File: src/hdl/icap_pkg.sv
// Package with the types and constants of the IPv4 classful address parser.
package icap_pkg;

    localparam logic [7:0] MAX_CHARS   = 8'd39;
    localparam int         QUEUE_DEPTH = 2;
    localparam int         OUT_W       = 232;

    localparam logic [7:0] CH_DOT  = 8'h2E;
    localparam logic [7:0] CH_ZERO = 8'h30;
    localparam logic [7:0] CH_NINE = 8'h39;

    localparam logic [7:0] LIMIT_A = 8'd127;
    localparam logic [7:0] LIMIT_B = 8'd191;
    localparam logic [7:0] LIMIT_C = 8'd223;
    localparam logic [7:0] LIMIT_D = 8'd239;

    localparam logic [31:0] MASK_A  = 32'hFF00_0000;
    localparam logic [31:0] MASK_B  = 32'hFFFF_0000;
    localparam logic [31:0] MASK_C  = 32'hFFFF_FF00;
    localparam logic [31:0] MASK_DE = 32'h0000_0000;

    localparam logic [31:0] HOSTS_A  = 32'd16777214;
    localparam logic [31:0] HOSTS_B  = 32'd65534;
    localparam logic [31:0] HOSTS_C  = 32'd254;
    localparam logic [31:0] HOSTS_DE = 32'd4294967294;

    typedef enum logic [2:0] {
        CLASS_A = 3'd0,
        CLASS_B = 3'd1,
        CLASS_C = 3'd2,
        CLASS_D = 3'd3,
        CLASS_E = 3'd4
    } t_class;

    // One parsed string as handed from the front to the back.
    typedef struct packed {
        logic        valid;
        logic [31:0] addr;
    } t_rec;

    localparam int REC_W = $bits(t_rec);

    // Occupancy flags of the queue between front and back.
    typedef struct packed {
        logic full;
        logic empty;
    } t_q_status;

endpackage

File: src/hdl/icap_front.sv
// Front part: tokenizes the character stream and hands one record per string to the queue.
module icap_front (
    input  logic              i_clk,
    input  logic              i_rst_n,
    input  logic              i_valid,
    output logic              o_ready,
    input  logic [7:0]        i_ch,
    input  logic              i_last,
    input  icap_pkg::t_q_status i_q_status,
    output logic              o_push,
    output icap_pkg::t_rec    o_rec
);

    logic [7:0]       r_char_cnt, n_char_cnt;
    logic [2:0]       r_tok_cnt,  n_tok_cnt,  f_tok_cnt;
    logic [7:0]       r_tok_len,  n_tok_len;
    logic             r_lead_zero, n_lead_zero;
    logic [8:0]       r_tok_val,  n_tok_val;
    logic             r_err,      n_err,      f_err;
    logic [7:0]       r_oct [4];
    logic [7:0]       n_oct [4];
    logic [7:0]       f_oct [4];
    logic             take;
    logic             is_digit;
    logic [11:0]      prod;
    logic             accept;

    assign o_ready  = !i_q_status.full;
    assign accept   = i_valid && o_ready;
    assign take     = r_char_cnt < icap_pkg::MAX_CHARS;
    assign is_digit = (i_ch >= icap_pkg::CH_ZERO) && (i_ch <= icap_pkg::CH_NINE);
    assign prod     = ({3'b000, r_tok_val} << 3) + ({3'b000, r_tok_val} << 1)
                    + {8'h00, i_ch[3:0]};

    always_comb begin
        n_char_cnt  = (r_char_cnt == 8'hFF) ? r_char_cnt : r_char_cnt + 8'd1;
        n_tok_cnt   = r_tok_cnt;
        n_tok_len   = r_tok_len;
        n_lead_zero = r_lead_zero;
        n_tok_val   = r_tok_val;
        n_err       = r_err;
        n_oct       = r_oct;
        if (take) begin
            if (i_ch == icap_pkg::CH_DOT) begin
                if (r_tok_len != 8'd0 && r_tok_cnt < 3'd4) begin
                    if (r_tok_val > 9'd255) begin
                        n_err = 1'b1;
                    end
                    n_oct[r_tok_cnt[1:0]] = r_tok_val[7:0];
                    n_tok_cnt = r_tok_cnt + 3'd1;
                end
                n_tok_len   = 8'd0;
                n_lead_zero = 1'b0;
                n_tok_val   = 9'd0;
            end else if (r_tok_cnt < 3'd4) begin
                if (!is_digit) begin
                    n_err = 1'b1;
                end else begin
                    if (r_tok_len != 8'd0 && r_lead_zero) begin
                        n_err = 1'b1;
                    end
                    if (r_tok_len == 8'd0 && i_ch == icap_pkg::CH_ZERO) begin
                        n_lead_zero = 1'b1;
                    end
                    n_tok_val = (prod > 12'd256) ? 9'd256 : prod[8:0];
                end
                if (r_tok_len != 8'hFF) begin
                    n_tok_len = r_tok_len + 8'd1;
                end
            end
        end

        // The final character also closes the token in progress.
        f_tok_cnt = n_tok_cnt;
        f_err     = n_err;
        f_oct     = n_oct;
        if (n_tok_len != 8'd0 && n_tok_cnt < 3'd4) begin
            if (n_tok_val > 9'd255) begin
                f_err = 1'b1;
            end
            f_oct[n_tok_cnt[1:0]] = n_tok_val[7:0];
            f_tok_cnt = n_tok_cnt + 3'd1;
        end
    end

    assign o_push      = accept && i_last;
    assign o_rec.valid = !f_err && (f_tok_cnt == 3'd4);
    assign o_rec.addr  = {f_oct[0], f_oct[1], f_oct[2], f_oct[3]};

    always_ff @(posedge i_clk) begin
        if (!i_rst_n || (accept && i_last)) begin
            r_char_cnt  <= 8'd0;
            r_tok_cnt   <= 3'd0;
            r_tok_len   <= 8'd0;
            r_lead_zero <= 1'b0;
            r_tok_val   <= 9'd0;
            r_err       <= 1'b0;
            r_oct       <= '{default: 8'd0};
        end else if (accept) begin
            r_char_cnt  <= n_char_cnt;
            r_tok_cnt   <= n_tok_cnt;
            r_tok_len   <= n_tok_len;
            r_lead_zero <= n_lead_zero;
            r_tok_val   <= n_tok_val;
            r_err       <= n_err;
            r_oct       <= n_oct;
        end
    end

endmodule

File: src/hdl/icap_queue.sv
// Short register queue that decouples the front part from the back part.
module icap_queue #(
    parameter int DEPTH = icap_pkg::QUEUE_DEPTH
) (
    input  logic                i_clk,
    input  logic                i_rst_n,
    input  logic                i_push,
    input  icap_pkg::t_rec      i_rec,
    input  logic                i_pop,
    output icap_pkg::t_rec      o_rec,
    output icap_pkg::t_q_status o_status
);

    localparam int AW = (DEPTH > 1) ? $clog2(DEPTH) : 1;
    localparam int CW = $clog2(DEPTH + 1);
    localparam logic [AW-1:0] LAST_PTR = AW'(DEPTH - 1);
    localparam logic [CW-1:0] FULL_CNT = CW'(DEPTH);

    icap_pkg::t_rec r_mem [DEPTH];
    logic [AW-1:0]  r_wr_ptr, r_rd_ptr;
    logic [CW-1:0]  r_count;
    logic           do_push, do_pop;

    assign o_status.full  = (r_count == FULL_CNT);
    assign o_status.empty = (r_count == '0);
    assign do_push        = i_push && !o_status.full;
    assign do_pop         = i_pop && !o_status.empty;
    assign o_rec          = r_mem[r_rd_ptr];

    always_ff @(posedge i_clk) begin
        if (do_push) begin
            r_mem[r_wr_ptr] <= i_rec;
        end
    end

    always_ff @(posedge i_clk) begin
        if (!i_rst_n) begin
            r_wr_ptr <= '0;
            r_rd_ptr <= '0;
            r_count  <= '0;
        end else begin
            if (do_push) begin
                r_wr_ptr <= (r_wr_ptr == LAST_PTR) ? '0 : r_wr_ptr + AW'(1);
            end
            if (do_pop) begin
                r_rd_ptr <= (r_rd_ptr == LAST_PTR) ? '0 : r_rd_ptr + AW'(1);
            end
            if (do_push && !do_pop) begin
                r_count <= r_count + CW'(1);
            end else if (do_pop && !do_push) begin
                r_count <= r_count - CW'(1);
            end
        end
    end

endmodule

File: src/hdl/icap_back.sv
// Back part: derives the classful fields of one record and holds them in the output register.
module icap_back (
    input  logic                        i_clk,
    input  logic                        i_rst_n,
    input  icap_pkg::t_rec              i_rec,
    input  icap_pkg::t_q_status         i_q_status,
    output logic                        o_pop,
    output logic                        o_valid,
    input  logic                        i_ready,
    output logic [icap_pkg::OUT_W-1:0]  o_data
);

    logic                        r_valid;
    logic [icap_pkg::OUT_W-1:0]  r_data, n_data;
    icap_pkg::t_class            cls;
    logic [31:0]                 mask, hosts, network, host_part, bcast, first_h, last_h;
    logic [7:0]                  oct0;

    assign oct0  = i_rec.addr[31:24];
    assign o_pop = !i_q_status.empty && (!r_valid || i_ready);

    always_comb begin
        priority if (oct0 <= icap_pkg::LIMIT_A) begin
            cls   = icap_pkg::CLASS_A;
            mask  = icap_pkg::MASK_A;
            hosts = icap_pkg::HOSTS_A;
        end else if (oct0 <= icap_pkg::LIMIT_B) begin
            cls   = icap_pkg::CLASS_B;
            mask  = icap_pkg::MASK_B;
            hosts = icap_pkg::HOSTS_B;
        end else if (oct0 <= icap_pkg::LIMIT_C) begin
            cls   = icap_pkg::CLASS_C;
            mask  = icap_pkg::MASK_C;
            hosts = icap_pkg::HOSTS_C;
        end else if (oct0 <= icap_pkg::LIMIT_D) begin
            cls   = icap_pkg::CLASS_D;
            mask  = icap_pkg::MASK_DE;
            hosts = icap_pkg::HOSTS_DE;
        end else begin
            cls   = icap_pkg::CLASS_E;
            mask  = icap_pkg::MASK_DE;
            hosts = icap_pkg::HOSTS_DE;
        end
        network   = i_rec.addr & mask;
        host_part = i_rec.addr & ~mask;
        bcast     = network | ~mask;
        first_h   = {network[31:8], network[7:0] + 8'd1};
        last_h    = {bcast[31:8], bcast[7:0] - 8'd1};
        if (i_rec.valid) begin
            n_data = {4'h0, hosts, last_h, first_h, bcast, host_part, network, mask,
                      cls, 1'b1};
        end else begin
            n_data = '0;
        end
    end

    always_ff @(posedge i_clk) begin
        if (!i_rst_n) begin
            r_valid <= 1'b0;
        end else if (o_pop) begin
            r_valid <= 1'b1;
        end else if (i_ready) begin
            r_valid <= 1'b0;
        end
    end

    always_ff @(posedge i_clk) begin
        if (o_pop) begin
            r_data <= n_data;
        end
    end

    assign o_valid = r_valid;
    assign o_data  = r_data;

endmodule

File: src/hdl/ipv4_classful_address_parser_unit.sv
// Top level of the IPv4 classful address parser unit.
// The unit takes one character item per clock cycle, including the cycle after a string's
// final character, so text streams through with no gaps; the character tokenizer in the
// front part is the only per-character loop. A string's record enters the queue at the
// edge that accepts its final character and then moves into the output register, which
// drives the master side, once that register is free. The queue of QUEUE_DEPTH records lets
// the front keep taking characters while results wait to be taken; the front stalls only
// while the queue is full.
module ipv4_classful_address_parser_unit #(
    parameter int QUEUE_DEPTH = icap_pkg::QUEUE_DEPTH
) (
    input  logic                        i_clk,
    input  logic                        i_rst_n,
    input  logic                        i_s_axis_tvalid,
    output logic                        o_s_axis_tready,
    input  logic [7:0]                  i_s_axis_tdata,  // ch
    input  logic                        i_s_axis_tlast,
    output logic                        o_m_axis_tvalid,
    input  logic                        i_m_axis_tready,
    // valid_res, addr_class, mask, network, host_part, broadcast, first_host, last_host,
    // total_hosts, zero fill
    output logic [icap_pkg::OUT_W-1:0]  o_m_axis_tdata
);

    icap_pkg::t_rec      push_rec, head_rec;
    icap_pkg::t_q_status q_status;
    logic                push, pop;

    icap_front u_front (
        .i_clk      (i_clk),
        .i_rst_n    (i_rst_n),
        .i_valid    (i_s_axis_tvalid),
        .o_ready    (o_s_axis_tready),
        .i_ch       (i_s_axis_tdata),
        .i_last     (i_s_axis_tlast),
        .i_q_status (q_status),
        .o_push     (push),
        .o_rec      (push_rec)
    );

    icap_queue #(
        .DEPTH (QUEUE_DEPTH)
    ) u_queue (
        .i_clk    (i_clk),
        .i_rst_n  (i_rst_n),
        .i_push   (push),
        .i_rec    (push_rec),
        .i_pop    (pop),
        .o_rec    (head_rec),
        .o_status (q_status)
    );

    icap_back u_back (
        .i_clk      (i_clk),
        .i_rst_n    (i_rst_n),
        .i_rec      (head_rec),
        .i_q_status (q_status),
        .o_pop      (pop),
        .o_valid    (o_m_axis_tvalid),
        .i_ready    (i_m_axis_tready),
        .o_data     (o_m_axis_tdata)
    );

endmodule

File: config.mk
export PLATFORM = sky130hd
export DESIGN_NAME = ipv4_classful_address_parser_unit
export DESIGN_NICKNAME = d
export VERILOG_FILES = /design/src/hdl/icap_pkg.sv /design/src/hdl/icap_front.sv /design/src/hdl/icap_queue.sv /design/src/hdl/icap_back.sv /design/src/hdl/ipv4_classful_address_parser_unit.sv
export SDC_FILE = /design/constraint.sdc
export NUM_CORES = 1
export LEC_CHECK = 0
export ABC_AREA = 1
export BUFFER_PORTS_ARGS = -buffer_cell sky130_fd_sc_hd__buf_4
export CORE_MARGIN = 5
export CORE_UTILIZATION = 56
export CTS_CLUSTER_SIZE = 28
export DETAILED_ROUTE_END_ITERATION = 10
export MAX_ROUTING_LAYER = met4
export PLACE_DENSITY_LB_ADDON = 0.25
export RECOVER_POWER = 100
export SYNTH_ARGS = -nofsm -noshare
export SYNTH_HDL_FRONTEND = slang
export SYNTH_HIERARCHICAL = 1
export SYNTH_SLANG_ARGS = --single-unit
File: constraint.sdc
create_clock -name i_clk -period 8.24 [get_ports i_clk]
set_input_delay 0.412 -clock i_clk [delete_from_list [all_inputs] [get_ports i_clk]]
set_output_delay 0.412 -clock i_clk [all_outputs]
set_load 0.01 [all_outputs]
==> metrics.txt, run 1 <==
status=finished with violations; failing checks=capacitance limit, slew limit; Worst path depth=3; CP max stage cell=clkbuf_1; Pwr Density=348.9 nW/um2; starting density of the core=0.5662; DRT antenna net count=0; Post-Synthesis Cells=approximately 1400; I/O pin count=about 250; GP Congestion=0.9202; most frequent cells after synthesis=nand2_1, inv_1, edfxtp_1; antenna cell count=0; Post-CTS Setup Bufs=0; Die H=158.3 um; number of buffers created by CTS=23; CP Launch Type=register; worst skew pair latency=510 ps; clock skew=12.45 ps; critical path's top delay family=buffers and inverters; max capacitance violation total=5; crit share post-route=0.5861; antenna violations before repair=0; worst vdd ir=198.9 uV; Final min period=roughly 4800 ps; kind of critical path=register to register; full die area=25060 um2; worst setup path end=u_back/o_data[142]; Reg2Reg Launch Point=u_queue/r_count[0]; synth warn=6; setup slack after layout=approximately 3400 ps; sequential share of the synthesized area=0.4932; via count=8973; Port Buffers=217; ys flop type=edfxtp_1; Tightest Pin Transition=between 4000 and 5000 ps; Hold WC Path Type=primary input to register; pre-CTS WS=4877 ps; DRC viols=0; Leak=5.967 nW; Slew HR=-1.844; GR Util All Layers=0.2066; first-pass iteration count of the detailed router=6; Worst EP arrival=4840 ps; Core ar.=21760 um2; vias per cell=5.052; Netlist Area Pre-Place=12320 um2; grt total ovfl=0; clk sink count=around 230; nets@finish=around 1500; R2R Setup Slk=3410 ps; DR iter-0 viols=approximately 730; final setup vio count=0; worst stage delay on the critical path=3030 ps; number of filler cells placed in the layout=2046; Worst-path clk slew=approximately 60 ps; critical path capture point type=register; Clock Tree Buf Depth=3; unrepaired setup endpoints after global routing=no; Synth area leaders=edfxtp_1, dfxtp_1, nand2_1; f_max=between 200 and 250 MHz; CTS resizes=0; post-synthesis cell type count=50; die width=158.3 um; Worst EP required=8250 ps; asr flop ratio synth=0; Pins Over Slew Limit=264; Clock Tree Root=clkbuf_16; Final Power=0.004562 W; Final Hold Viols=0; top-count cell post-synth=nand2_1; CTS H-tree lvls=1; reg2reg end=u_back/o_data[142]; Yosys top cell by area=edfxtp_1; CTS Hold Bufs=0; Synth Register Bits=225; Yosys top cell area share=0.3827; Syn Area/Cell=8.965 um2; # rows=54; Crit. Startpoint=u_queue/r_count[0]; ordered cell list for the critical path=nor2_1 > a21oi_1 > clkbuf_1; largest net degree at the start of global routing=84; vias in the first global route=between 7000 and 8000; WP buf/inv=1; CTS tree=yes; first-pass GRT wire length=roughly 41000 um; CP max FO=83; ratio of cells with drive above 1 in the final layout=0.09225; EDFF count, synth=157; routed len/inst=roughly 15 um; Worst R2R Path Depth=3; final setup TNS=0 ps; dpl hpwl=19270 um; area grow syn2layout=6.145%; Post-Route WL=around 27000 um
registers in the layout, indices dropped and copies added (netlist names), named ones only:
signal and count:
u_back/o_data 91, u_queue/r_mem 66, u_front/r_oct 32, u_front/r_tok_val 9
u_front/r_char_cnt 8, u_front/r_tok_len 8, u_front/r_tok_cnt 3, u_queue/r_count 2
u_back/o_valid 1, u_front/r_err 1, u_front/r_lead_zero 1, u_queue/r_rd_ptr 1
u_queue/r_wr_ptr 1
area by class of cell:
type / instances / area [um2] / share of cell area
Clock buffer: 28 / 614.3 / 0.04699
Timing Repair Buffer: 224 / 885.9 / 0.06775
Sequential cell: 225 / 6077 / 0.4648
Multi-Input combinational cell: 805 / 4287 / 0.3278
Tap cell: 280 / 350.3 / 0.02679
Inverter: 200 / 765.7 / 0.05856
Clock inverter: 14 / 95.09 / 0.007273
stage by stage:
stage / instances / util / instance area (um2) / hold slack [ps]
6_report: 1776 / 0.6010 / 13080 / 183.1
3_3_place_gp: 1734 / 0.6076 / 13220 / 461.3
3_5_place_dp: 1734 / 0.6076 / 13220 / 473.6
4_1_cts: 1776 / 0.6402 / 13930 / 159.7
2_1_floorplan: 1402 / - / 12420 / 447.4
5_1_grt: 1776 / 0.6010 / 13080 / 178.2
power breakdown:
group / leakage [nW] / total (W) / switching [W] / internal [W]
Combinational: 3.56 / 0.00166 / 0.00116 / 0.000502
Sequential: 2.06 / 0.00192 / 0.000191 / 0.00173
Clock: 0.354 / 0.000977 / 0.000415 / 0.000562
layer usage:
metal  routed length [um]  global-route usage  vias up
li1                     -                   -     4468
met1                11440              0.2726     4148
met2                13120              0.3463      316
met3                 2030             0.02365       41
met4                  403             0.04752        0
met5                    0                   -        -
worst min-delay path, cell delays in order:
cell	delay, ps
buf_4	130
nand2_1	60
nor2_1	30
cells by family (layout without fill, tap and decap cells):
group | count (synthesis) | after routing | share of synthesized area
AOI/OAI and AO/OA | 178 | 178 | 0.07588
adders and majority gates | 31 | 31 | 0.03271
and+or+nand+nor | 531 | 531 | 0.1925
buffers and inverters | 372 | 466 | 0.1639
other | 1 | 29 | 0.0003044
muxes | 33 | 33 | 0.03931
DFF | 225 | 225 | 0.4932
xor gates and xnor gates | 3 | 3 | 0.002133
cell usage in the layout (no fill, tap or decap), drive strengths merged:
master | netlist | layout
clkinv | 4 | 17
bufinv | 0 | 1
nand2 | 339 | 339
o21a | 1 | 1
ha | 29 | 29
nand3 | 50 | 50
edfxtp | 157 | 157
a21oi | 72 | 72
a21boi | 1 | 1
nor2b | 1 | 1
clkbuf | 15 | 240
a31o | 1 | 1
nor3 | 1 | 1
xnor2 | 1 | 1
nand4 | 12 | 12
o21bai | 2 | 2
dfxtp | 68 | 68
nor2 | 122 | 122
or2 | 1 | 1
conb | 1 | 29
buf | 157 | 12
xor2 | 2 | 2
a211oi | 1 | 1
and2 | 1 | 1
nor4 | 1 | 1
fa | 2 | 2
mux2 | 33 | 33
a221oi | 1 | 1
a31oi | 1 | 1
o21ai | 98 | 98
nand3b | 3 | 3
inv | 196 | 196
worst min-delay path by stage:
| stage | startpoint | end | slack, ps | depth (start not counted) |
|---|---|---|---|---|
| global placement | u_front/r_lead_zero | u_front/r_lead_zero | 460 | 2 |
| CTS | i_rst_n | u_queue/r_count[1] | 160 | 3 |
| floorplan | u_front/r_lead_zero | u_front/r_lead_zero | 450 | 2 |
| global route | i_m_axis_tready | u_back/o_valid | 180 | 4 |
| finish | i_rst_n | u_queue/r_count[1] | 180 | 3 |
| detailed placement | u_front/r_lead_zero | u_front/r_lead_zero | 470 | 2 |
No activity file was read; power rests on OpenSTA's default activity.
==> inputs of run 2 (changes only) <==
ABC_AREA = 0   (was 1)
CORE_UTILIZATION = 50   (was 56)
clock period = 4.3 ns   (was 8.24 ns; I/O delays follow)
==> run 2 against run 1 <==
The flow still finishes with violations (capacitance limit, slew limit). Sequential power increased by 73%. Clock skew grew 11 ps. Cell count decreased by 17%. Critical path type unchanged.
==> metrics.txt, run 2 <==
Final min period=3947 ps; Syn Area/Cell=10.82 um2; asr flop ratio synth=0; area grow syn2layout=8.299%; Final Hold Viols=0; commonest cells after routing, fill and taps aside=clkbuf_1, edfxtp_1, nand2_1; Clock Tree Buf Depth=3; antenna violations before repair=0; CP max FO=7; reg2reg end=u_queue/r_mem[1][1]; Flop pwr share=0.445; Final Power=around 0.0075 W; dpl hpwl=~19000 um; critical path capture point type=register; vias in the first global route=7701; worst skew pair latency=approximately 500 ps; number of buffers created by CTS=24; Reg2Reg Launch Point=u_front/r_tok_val[0]; Logic pwr share=0.308; Yosys top cell by area=edfxtp_1; first-pass GRT wire length=41210 um; Die H=161.2 um; Slew HR=-0.3460; top-count cell post-synth=edfxtp_1; Worst R2R Path Depth=13; first-pass iteration count of the detailed router=5; grt total ovfl=0; status=finished with violations; max capacitance violation total=4; Core ar.=22570 um2; synth warn=6; antenna cell count=0; f_max=253.4 MHz; I/O pin count=247; Post-Synthesis Cells=1056; worst vdd ir=319.5 uV; Crit. Startpoint=u_front/r_tok_val[0]; final setup vio count=0; kind of critical path=register to register; most frequent cells after synthesis=edfxtp_1, buf_4, nand2_1; clock skew=23.47 ps; vias per cell=between 5 and 6; switching pwr=0.002659 W; Clock Power Share=0.247; Post-CTS Setup Bufs=0; dpl cells=1434; Worst EP arrival=around 4200 ps; Hold WC Path Type=primary input to register; routed len/inst=18.01 um; CTS H-tree lvls=1; die width=161.2 um; final setup TNS=0 ps; R2R Setup Slk=350 ps; Post-Layout Cell Count=1478; # rows=55; ys flop type=edfxtp_1; crit share post-route=0.9179; sequential share of the synthesized area=0.5317; max reg flops=91; via count=8010; Worst-path clk slew=about 60 ps; DRC viols=0; worst setup path end=u_queue/r_mem[1][1]; Pins Over Slew Limit=about 150; Worst EP required=between 4000 and 5000 ps; failing checks=capacitance limit, slew limit; unrepaired setup endpoints after global routing=yes; EDFF count, synth=157; GR Util All Layers=0.1994; DR iter-0 viols=642; worst hold slack=45.41 ps; Synth Register Bits=225; nets@finish=between 1000 and 1500; Cell Int Power=0.004826 W; largest net degree at the start of global routing=slightly below 60; Post-Route WL=between 20000 and 30000 um; most common cell after layout, fill and taps aside=clkbuf_1; Yosys top cell area share=0.4126; sw frac=0.3552; full die area=25980 um2; CTS tree=yes; Netlist Area Pre-Place=11430 um2; Pwr Density=604.8 nW/um2; clk sink count=between 200 and 250; Tightest Pin Transition=2019 ps; post-synthesis cell type count=70; Port Buffers=217; GP Congestion=0.9031; starting density of the core=0.5063; Synth area leaders=edfxtp_1, dfxtp_1, buf_4; CP Launch Type=register; Clock Tree Root=clkbuf_16; ratio of cells with drive above 1 in the final layout=0.09556; Leak=between 4 and 5 nW; DRT antenna net count=0
[run 2: cell types whose count changed after synthesis, sizes merged, moves of 10 or more]
cell    delta
a22oi     +24
a21oi     -10
and3      +38
inv      -160
o21a      +17
o21ai     -41
and2      +26
a31oi     +13
clkbuf    +12
nand3     -33
nor3      +13
nand2    -227
a211oi    +13
nor2      -77
[run 2: logic make-up (layout without fill, tap and decap cells)]
family | count (synthesis) | after routing | share of synthesized area
AND/OR/NAND/NOR | 302 | 302 | 0.1351
flip-flops | 225 | 225 | 0.5317
AO/OA/AOI/OAI | 222 | 222 | 0.1239
buffers and inverters | 221 | 330 | 0.1243
multiplexers | 38 | 38 | 0.03712
adder cells (fa/ha/maj) | 31 | 31 | 0.03526
XOR/XNOR | 16 | 16 | 0.01226
other | 1 | 29 | 0.0003282
[run 2: how the worst min path moves through the flow]
stage	startpoint	to	depth (start not counted)
global placement	u_front/r_oct[20]	u_front/r_oct[20]	2
finish	i_m_axis_tready	u_back/o_valid	3
floorplan	i_rst_n	u_queue/r_wr_ptr	1
CTS	i_s_axis_tdata[0]	u_front/r_tok_val[0]	3
detailed placement	u_front/r_oct[30]	u_front/r_oct[30]	2
global route	i_m_axis_tready	u_back/o_valid	3
[run 2: area by class of cell]
cell class | instances | area, um2
Clock buffer | 32 | 651.9
Clock inverter | 11 | 52.55
Fill cell | 2093 | 10200
Inverter | 36 | 135.1
Multi-Input combinational cell | 638 | 4013
Sequential cell | 225 | 6076
Tap cell | 285 | 356.6
Timing Repair Buffer | 251 | 1091
[run 2: through the flow]
step	instance area, um2	utilization	setup slack (ps)
after CTS	13210	0.5852	222.0
after global routing	12380	0.5483	-26.43
after global placement	12490	0.5535	471.0
after detailed placement	12490	0.5535	246.6
after floorplan	11530	-	93.55
final	12380	0.5483	353.1
[run 2: what timing repair did]
item	CTS	global route
hold buffers	1	0
endpoints found under the setup margin	0	63
resized for setup	0	1
endpoints found under the hold margin	4	0
[run 2: layer usage]
layer  vias up  track usage  part of all wire
met5         -            -                 0
met1      3775       0.2416              0.40
met3        48      0.04312             0.088
met2       316       0.3392              0.49
li1       3871            -                 -
met4         0      0.05584             0.023
[run 2: worst max-delay path, cell delays in order (launching register included)]
cell and delay [ps]:
dfxtp_1 440, inv_1 170, fa_1 590, inv_1 60, ha_1 300, a211oi_2 310, o21ai_0 180, o21ai_0 240
o21ai_0 240, xnor2_1 200, nor4_1 280, buf_4 210, nand3_1 200, o21ai_0 320
[run 2: power groups by stage]
stage | combinational (W) | clock [W] | sequential [W]
finish | 0.00230 | 0.00185 | 0.00333
global route | 0.00252 | 0.00199 | 0.00342
CTS | 0.00303 | 0.00189 | 0.00335
detailed placement | 0.00303 | 0 | 0.00339
global placement | 0.00300 | 0 | 0.00338
floorplan | 0.00185 | 0 | 0.00357
==> inputs of run 3 (changes only) <==
GPL_TIMING_DRIVEN = 1   (was default)
PLACE_DENSITY = 0.76   (was default)
PLACE_DENSITY_LB_ADDON = default   (was 0.25)
==> run 3 against run 2 <==
Largest cell class unchanged. First-iteration DRC count shrank 14%. Die area is the same. Critical path depth up 2. Power is 2.3% higher. Count of clock-buffer cells in the layout down 3. Final area grew 0.61%. Largest power group unchanged. The run still ends with capacitance limit, slew limit left. Clock power up 6%.
==> metrics.txt, run 3 (synthesis gave the netlist of run 2 again) <==
dpl hpwl=19000 um; first-pass iteration count of the detailed router=7; Clock Tree Buf Depth=3; Final min period=3972 ps; Worst-path clk slew=60 ps; max capacitance violation total=2; Pwr Density=615.2 nW/um2; Port Buffers=217; unrepaired setup endpoints after global routing=no; CP Launch Type=register; clk sink count=225; vias per cell=5.504; commonest cells after routing, fill and taps aside=clkbuf_1, edfxtp_1, nand2_1; final setup TNS=0 ps; starting density of the core=0.5063; DR iter-0 viols=roughly 550; antenna cell count=0; largest net degree at the start of global routing=66; Pins Over Slew Limit=100; most common cell after layout, fill and taps aside=clkbuf_1; crit share post-route=0.9236; Leak=4.434 nW; antenna violations before repair=0; first-pass GRT wire length=41500 um; final setup vio count=0; CTS H-tree lvls=1; CP max stage cell=fa_1; nets@finish=about 1200; ordered cell list for the critical path=inv_1 > fa_1 > inv_1 > ha_1 > a211oi_2 > o21ai_0 > o21ai_2 > xor2_1 > a311oi_1 > buf_4 > nor4_1 > buf_4 > nand3_1 > clkbuf_1 > o21ai_0; # rows=55; Clock Tree Root=clkbuf_16; Die H=161.2 um; full die area=~26000 um2; Post-Route WL=27300 um; Final Hold Viols=0; register area=6076 um2; status=finished with violations; Logic pwr share=0.302; I/O pin count=around 250; clock skew=9.870 ps; Final Cell Area=12450 um2; Worst EP required=4610 ps; DRT antenna net count=0; failing checks=capacitance limit, slew limit; Core ar.=22570 um2; kind of critical path=register to register; Clock Power Share=0.257; worst vdd ir=roughly 390 uV; vias in the first global route=about 7700; critical path capture point type=register; Flop pwr share=0.441; Slew HR=-0.3483; number of buffers created by CTS=24; DRC viols=0; Hold WC Path Type=primary input to register; worst stage delay on the critical path=600 ps; area grow syn2layout=8.957%; CP max FO=7; CTS tree=yes; f_max=251.8 MHz; die width=161.2 um; Post-CTS Setup Bufs=0; number of filler cells placed in the layout=2088; switching pwr=0.002730 W; max reg flops=91; final core occ=0.5516; routed len/inst=18.46 um; ratio of cells with drive above 1 in the final layout=0.09966; grt total ovfl=0; Multi-input gate area=around 4000 um2; Cell Int Power=0.004931 W; GP Congestion=between 0.8 and 0.9; worst skew pair latency=between 500 and 600 ps; sw frac=0.3564; GR Util All Layers=0.2028; Worst EP arrival=4280 ps; via count=8141; dpl cell area=12490 um2; Tightest Pin Transition=2022 ps
run 3: worst paths after layout:
kind                        start                   end  slack [ps]  depth (start not counted)
max reg2reg  u_front/r_tok_val[0]   u_queue/r_mem[0][1]         330                         15
min             i_s_axis_tdata[0]  u_front/r_tok_val[0]          20                          3
max          u_front/r_tok_val[0]   u_queue/r_mem[0][1]         330                         15
min reg2reg      u_front/r_oct[3]      u_front/r_oct[3]         450                          2
run 3: metal layers:
layer,vias up,part of all wire,global-route usage
li1,3869,-,-
met1,3850,0.39,0.2425
met2,368,0.50,0.3477
met3,54,0.083,0.04083
met4,0,0.026,0.06359
met5,-,0,-
run 3: layout make-up:
type / count / area share
Clock inverter: 14 / 0.009748
Clock buffer: 29 / 0.05055
Inverter: 36 / 0.01085
Multi-Input combinational cell: 638 / 0.3248
Timing Repair Buffer: 252 / 0.08743
Tap cell: 285 / 0.02864
Sequential cell: 225 / 0.4880
run 3: critical path, delay by kind of cell (launching register included):
kind	cells	cell delay [ps]
compound gates	5	1070
xor+xnor	1	170
simple gates	2	330
flops	1	440
fa+ha+maj	2	910
buf+inv	5	820
run 3: timing repair:
item	in CTS	in global routing
hold buffers	2	0
endpoints found under the hold margin	5	0
gates resized for setup	0	3
endpoints found under the setup margin	0	66
run 3: stage by stage:
step	instances	setup WS, ps	total power, W	hold WS [ps]
3_5_place_dp	1434	235.9	0.006434	443.5
4_1_cts	1479	191.1	0.008419	4.781
6_report	1479	328.5	0.007660	23.95
2_1_floorplan	1084	93.55	0.005417	332.6
5_1_grt	1479	30.95	0.008060	18.88
3_3_place_gp	1434	481.9	0.006377	437.4
run 3: power by group through the flow:
| stage | clock network [W] | registers, W | logic, W |
|---|---|---|---|
| global route | 0.00209 | 0.00345 | 0.00251 |
| CTS | 0.00200 | 0.00339 | 0.00302 |
| floorplan | 0 | 0.00357 | 0.00185 |
| global placement | 0 | 0.00342 | 0.00296 |
| finish | 0.00197 | 0.00338 | 0.00231 |
| detailed placement | 0 | 0.00343 | 0.00300 |
